`src/inductive_line_steering_pd_macros.svh`:
```
// Assertion macros shared by the steering controller modules.
// Each module that uses them has ports named clk and rst.
`ifndef INDUCTIVE_LINE_STEERING_PD_MACROS_SVH
`define INDUCTIVE_LINE_STEERING_PD_MACROS_SVH

`ifndef NO_ASSERTIONS
`define ILSPD_ASSERT_SAME(label, ante, cons) \
  label: assert property (@(posedge clk) disable iff (rst) (ante) |-> (cons)) \
    else $error("ilspd assertion failed");
`define ILSPD_ASSERT_NEXT(label, ante, cons) \
  label: assert property (@(posedge clk) disable iff (rst) (ante) |=> (cons)) \
    else $error("ilspd assertion failed");
`else
`define ILSPD_ASSERT_SAME(label, ante, cons)
`define ILSPD_ASSERT_NEXT(label, ante, cons)
`endif

`endif

```
`src/ilspd_pkg.sv`:
```
`timescale 1ns / 1ps
package ilspd_pkg;

  localparam int SAMPLE_BITS   = 8;
  localparam int WINDOW_TAPS   = 5;
  localparam int HIST          = WINDOW_TAPS - 1;
  localparam int CFG_IDX_BITS  = 3;
  localparam int CFG_DATA_BITS = 16;
  localparam int SPEED_BITS    = 14;
  localparam int DRIVE_BITS    = 11;
  localparam int ERROR_BITS    = 8;

  typedef enum logic [CFG_IDX_BITS-1:0] {
    REG_GAIN_P            = 3'd0,
    REG_GAIN_D            = 3'd1,
    REG_DRIVE_LIMIT       = 3'd2,
    REG_BASE_SPEED        = 3'd3,
    REG_DRIVE_THRESHOLD   = 3'd4,
    REG_RIGHT_LEVEL_LIMIT = 3'd5
  } reg_idx_t;

  typedef struct packed {
    logic signed [15:0] gain_p;
    logic signed [15:0] gain_d;
    logic [9:0]         drive_limit;
    logic [11:0]        base_speed;
    logic [9:0]         drive_threshold;
    logic [7:0]         right_level_limit;
  } cfg_t;

  localparam cfg_t CFG_RESET = '{
    gain_p:            16'sd0,
    gain_d:            16'sd0,
    drive_limit:       10'd200,
    base_speed:        12'd1700,
    drive_threshold:   10'd50,
    right_level_limit: 8'd210
  };

  typedef struct packed {
    logic load_in;
    logic filt;
    logic div_start;
    logic div_step;
    logic mul_p;
    logic mul_d;
    logic clamp;
    logic load_out;
  } dp_cmd_t;

  typedef struct packed {
    logic div_done;
    logic out_free;
  } dp_stat_t;

endpackage

```
`src/ilspd_ctrl.sv`:
```
`timescale 1ns / 1ps
`include "inductive_line_steering_pd_macros.svh"
module ilspd_ctrl import ilspd_pkg::*; (
  input  logic     clk,
  input  logic     rst,
  input  logic     in_valid,
  output logic     in_ready,
  input  dp_stat_t stat,
  output dp_cmd_t  cmd
);

  typedef enum logic [7:0] {
    S_IDLE  = 8'b0000_0001,
    S_FILT  = 8'b0000_0010,
    S_DIVI  = 8'b0000_0100,
    S_DIV   = 8'b0000_1000,
    S_MULP  = 8'b0001_0000,
    S_MULD  = 8'b0010_0000,
    S_CLAMP = 8'b0100_0000,
    S_MIX   = 8'b1000_0000
  } state_t;

  state_t state;
  state_t state_next;

  assign in_ready = (state == S_IDLE);

  always_comb begin
    state_next = state;
    case (state)
      S_IDLE:  if (in_valid) state_next = S_FILT;
      S_FILT:  state_next = S_DIVI;
      S_DIVI:  state_next = S_DIV;
      S_DIV:   if (stat.div_done) state_next = S_MULP;
      S_MULP:  state_next = S_MULD;
      S_MULD:  state_next = S_CLAMP;
      S_CLAMP: state_next = S_MIX;
      S_MIX:   if (stat.out_free) state_next = S_IDLE;
      default: state_next = S_IDLE;
    endcase
  end

  always_ff @(posedge clk) begin
    if (rst) begin
      state <= S_IDLE;
    end else begin
      state <= state_next;
    end
  end

  always_comb begin
    cmd.load_in   = (state == S_IDLE) && in_valid;
    cmd.filt      = (state == S_FILT);
    cmd.div_start = (state == S_DIVI);
    cmd.div_step  = (state == S_DIV);
    cmd.mul_p     = (state == S_MULP);
    cmd.mul_d     = (state == S_MULD);
    cmd.clamp     = (state == S_CLAMP);
    cmd.load_out  = (state == S_MIX) && stat.out_free;
  end

  `ILSPD_ASSERT_NEXT(a_accept_to_filter, in_valid && in_ready, state == S_FILT)
  `ILSPD_ASSERT_NEXT(a_div_exit, state == S_DIV && stat.div_done, state == S_MULP)
  `ILSPD_ASSERT_SAME(a_load_needs_room, cmd.load_out, stat.out_free)

endmodule

```
`config.mk`:
```
export PLATFORM = sky130hd
export DESIGN_NAME = ilspd_ctrl
export DESIGN_NICKNAME = d
export VERILOG_FILES = /design/src/ilspd_pkg.sv /design/src/ilspd_ctrl.sv
export VERILOG_INCLUDE_DIRS = /design/src /design/src/src
export SDC_FILE = /design/constraint.sdc
export NUM_CORES = 1
export LEC_CHECK = 0
export BUFFER_PORTS_ARGS = -buffer_cell sky130_fd_sc_hd__buf_2
export CORE_UTILIZATION = 30
export CTS_CLUSTER_SIZE = 12
export DETAILED_ROUTE_END_ITERATION = 16
export GPL_TIMING_DRIVEN = 0
export MAX_ROUTING_LAYER = met4
export RECOVER_POWER = 25
export SLEW_MARGIN = 20
export SYNTH_ARGS = -nofsm -noshare
export SYNTH_HDL_FRONTEND = slang
export SYNTH_SLANG_ARGS = --single-unit
```
`constraint.sdc`:
```
create_clock -name clk -period 2.4 [get_ports clk]
set_input_delay 0.12 -clock clk [delete_from_list [all_inputs] [get_ports clk]]
set_output_delay 0.12 -clock clk [all_outputs]
set_load 0.01 [all_outputs]
```
== Word-level counts from Yosys, hierarchy flattened ==
Cells that the tools add are included.

* Register bits: 8
* Input bits: 5
* Output and inout bits: 9
* Word-level logic and storage cells: 19

* Eq/ne operators: 11
* Mux-type cells: 4
* Reduce and logical (&&, ||, !) cells: 3

{| class="wikitable"
|+ Operators with widths
! cell !! count
|-
| 8-bit one-hot mux with 8 select lines || 1
|-
| 8-bit 2-to-1 mux || 3
|-
| 8-bit by 1-bit == test with 1-bit output, second input constant || 1
|-
| 8-bit by 2-bit == test with 1-bit output, second input constant || 1
|-
| 8-bit by 3-bit == test with 1-bit output, second input constant || 1
|-
| 8-bit by 4-bit == test with 1-bit output, second input constant || 1
|-
| 8-bit by 5-bit == test with 1-bit output, second input constant || 1
|-
| 8-bit by 6-bit == test with 1-bit output, second input constant || 1
|-
| 8-bit by 7-bit == test with 1-bit output, second input constant || 1
|-
| 8-bit == test, second input constant || 1
|-
| 2-bit inequality test, second input constant || 3
|-
| 3-bit AND reduction || 1
|-
| 1-bit logical AND || 2
|}

== Depth between registers and ports, before layout ==
* Depth after elaboration: 3
* Gate-level depth with buffers: 5
* Depth with buffers taken out: 4

== Least setup slack after synthesis ==
No wires, ideal clock.

* Path type: register to register
* From: register state[2]
* To: register state[4]
* Library setup time: 0.115 ns
* Arrival: 1.516 ns
* Data required time: 2.285 ns
* Slack: 0.768 ns
* Cell stages (with the launch flop): 6
* Path buffers: 1
* Period minus slack after synthesis: 1.632 ns
* Cell sequence: dfxtp_1 -> buf_6 -> or4_4 -> nor4_4 -> a21oi_2 -> and3_1

* Word-level cells in the longest chain between the ends: 3
* Elaborated cells between the ends (all ways): 13
* Those cells by class: eq/ne (11); mux (1); reduce/logical (1)

{| class="wikitable"
|+ RTL lines
! what !! RTL line !! RTL
|-
| start, declared || ilspd_ctrl.sv:23 || <nowiki>state_t state;</nowiki>
|-
| start signal, assigned || ilspd_ctrl.sv:47 || <nowiki>state <= state_next;</nowiki>
|-
| 8-bit by 1-bit == test with 1-bit output * || -- ||
|-
| net in_ready || ilspd_ctrl.sv:7 || <nowiki>output logic in_ready,</nowiki>
|-
| 2-bit inequality test (no line) || -- ||
|-
| 3-bit AND reduction (no line) || -- ||
|}

Mark *: on every way through the listed nets, which the timed path passes. The rest lies on a longest branch.
A chain may end at the register's enable or synchronous reset.

==> results.json <==
{
  "ant_nets": 0,
  "yosysSeqAreaShare": 0.332,
  "post-cts-setup-buffers": 0,
  "synthTopCellsByCount": "8 x dfxtp_1, 5 x nand2_1, 5 x nor2_1",
  "wl_met2_um": 424,
  "synth_top_cell_area_share": 0.332,
  "port_buffers": 13,
  "syn_inst": 57,
  "n_fill_cell": 159,
  "overflow": 0,
  "relSlewSlack": 0.683,
  "drive_above_1_share": 0.260,
  "final_core_utilization": 0.388,
  "irDropWorstVdd_uv": 200,
  "finalWorstSetupSlack_ns": 0.560,
  "wl_met1_um": 466,
  "critPathKind": "reg2out",
  "syn_area_um2": 482,
  "worst_hold_path_type": "in2reg",
  "drtPass1Iterations": 10,
  "clk_path_buf_depth": 2,
  "fp.dieH_um": 42.1,
  "cts_resized": 0,
  "status": "finished with violations",
  "area_delta_synth_final_pct": 21.3,
  "largest_reg_flops": 8,
  "highest-signal-layer": "met4",
  "async_flop_share": 0,
  "viasPerCell": 5.34,
  "die_area_um2": 1770,
  "cp_slowest_stage_delay_ns": 0.40,
  "initial_core_util": 0.320,
  "violations": "DRC",
  "clock_power_share": 0.362,
  "seqPwrFrac": 0.478,
  "crit_slowest_cell": "nor4_1",
  "crit_chain": "clkbuf_1 -> nor4_1 -> nand2_1 -> nor3b_1 -> buf_2",
  "cts_root_buffer": "clkbuf_4",
  "yosys.area.top_type": "dfxtp_1",
  "syn-num-nets": 62,
  "p_int_mw": 0.214,
  "pre_cts_slack_ns": 0.747,
  "r2r_slack_ns": 0.69,
  "drv_slew": 0,
  "worstMarginPinSlew_ns": 0.472,
  "clock_latency_ns": 0.26,
  "power.density_nw_per_um2": 499,
  "cp.arrival_ns": 1.72,
  "yosys.cell_types.count": 26,
  "fin_crit_ns": 1.84,
  "antenna_found_initial": 0,
  "wl_met3_um": 87,
  "die_w_um": 42.1,
  "fin_setup_tns_ns": 0,
  "layout.nets": 80,
  "max_clock_freq_mhz": 543,
  "htree_levels": 1,
  "cts.sinks": 8,
  "switching_share": 0.266,
  "largest-register": "state",
  "setup_viol": 0,
  "n_antenna_cell": 0,
  "timing.final.crit_share": 0.767,
  "core-area_um2": 1510,
  "netlist_top_cells_area": "dfxtp_1 33%, nor4b_1 5.5%, nor4_4 4.4%",
  "drtIter0Drc": 14,
  "p_leak_nw": 0.270,
  "grtUsageTotal": 0.122,
  "num_rows": 14,
  "cp_max_fo": 9,
  "synth_enable_flop_cells": 0,
  "dp_hpwl_um": 749,
  "finClkSkew_ns": 0.00445,
  "comb_power_share": 0.160,
  "cts_made_buffers": 3,
  "endpoint_kind": "output port",
  "path_clk_slew_ns": 0.05,
  "vias": 475,
  "synth_flop_cell": "dfxtp_1",
  "gp_congestion": 0.811,
  "ys.warnings.count": 0,
  "grt_start_max_net_pins": 10,
  "rsz0062_at_grt": "false",
  "power_switching_mw": 0.0776,
  "yosys_register_bits": 8,
  "drc": 1,
  "yosysMostFrequentCell": "dfxtp_1",
  "cts_tree": "built",
  "syn_avg_cell_area_um2": 8.45,
  "pin_count": 14,
  "final_hold_viol_count": 0,
  "grt_pass1_vias": 414,
  "grt_pass1_wl_um": 1590,
  "drt-total-wl_um": 988,
  "reg_top3": "state x8",
  "startpoint_type": "register",
  "hold_buffers": 0,
  "wl_per_cell_um": 11.1,
  "cap_viol_max_count": 0,
  "cp.required_ns": 2.28
}
## routing by layer
metal | vias to the layer above | global-route usage
met5 | - | -
li1 | 242 | -
met1 | 214 | 0.124
met4 | 0 | 0.0375
met3 | 2 | 0.0690
met2 | 17 | 0.200
## critical path, delay by kind of cell (launching register included)
family | cells | cell delay, ns
buffers and inverters | 2 | 0.36
flip-flops | 1 | 0.29
AND/OR/NAND/NOR | 3 | 0.80
## through the flow
stage / std cells / area [µm²] / hold slack, ns / total power [mW]
after floorplan: 57 / 482 / 0.197 / 0.175
after global placement: 86 / 567 / 0.342 / 0.190
after detailed placement: 86 / 567 / 0.338 / 0.190
after CTS: 89 / 589 / 0.0673 / 0.297
after global routing: 89 / 584 / 0.0554 / 0.310
final: 89 / 584 / 0.0671 / 0.291
## cells by family (layout without fill, tap and decap cells)
| kind of cell | Yosys count | in the layout | share of synthesized area |
|---|---|---|---|
| simple gates | 36 | 36 | 0.475 |
| flops | 8 | 8 | 0.332 |
| compound gates | 6 | 6 | 0.0935 |
| buf+inv | 5 | 21 | 0.0623 |
| xor+xnor | 2 | 2 | 0.0364 |
## cell type report
type / count / area [µm²] / share of cell area
well taps: 16 / 20.0 / 0.0343
inverters: 2 / 7.51 / 0.0128
clock buffers: 3 / 22.5 / 0.0385
repair buffers: 13 / 63.8 / 0.109
multi-input cells: 44 / 288 / 0.493
plain buffers: 3 / 22.5 / 0.0385
flip-flops and latches: 8 / 160 / 0.274
## final timing paths
kind / start / end / cells after the start
worst max-delay path: state[3] / cmd[2] / 5
worst min-delay path: rst / state[3] / 2
worst max register to register: state[3] / state[4] / 5
worst min register to register: state[0] / state[1] / 2
## placed cells by master (no fill, tap or decap)
master and instances:
o22ai_1 1, nand2b_1 3, nor4b_1 3, clkbuf_4 3, and4_1 1, xor2_1 2, nor4_4 1, nand2_1 5
buf_4 1, or2b_1 1, buf_2 12, o21ai_0 1, dfxtp_1 8, nor2_1 5, and3_1 3, nor2b_1 1
nor3b_1 2, nand3_1 1, or4_4 1, a221oi_1 2, a21oi_1 1, nor4_1 3, inv_1 2, o21a_1 1
buf_6 1, nor3_1 3, clkbuf_1 2, and2_1 3
## power by group through the flow
stage / registers (mW) / clock network [mW] / logic [mW]
5_1_grt: 0.140 / 0.119 / 0.0518
6_report: 0.139 / 0.106 / 0.0465
3_3_place_gp: 0.142 / 0 / 0.0480
2_1_floorplan: 0.142 / 0 / 0.0335
3_5_place_dp: 0.142 / 0 / 0.0479
4_1_cts: 0.139 / 0.110 / 0.0482
(Power assumes the default switching activity.)
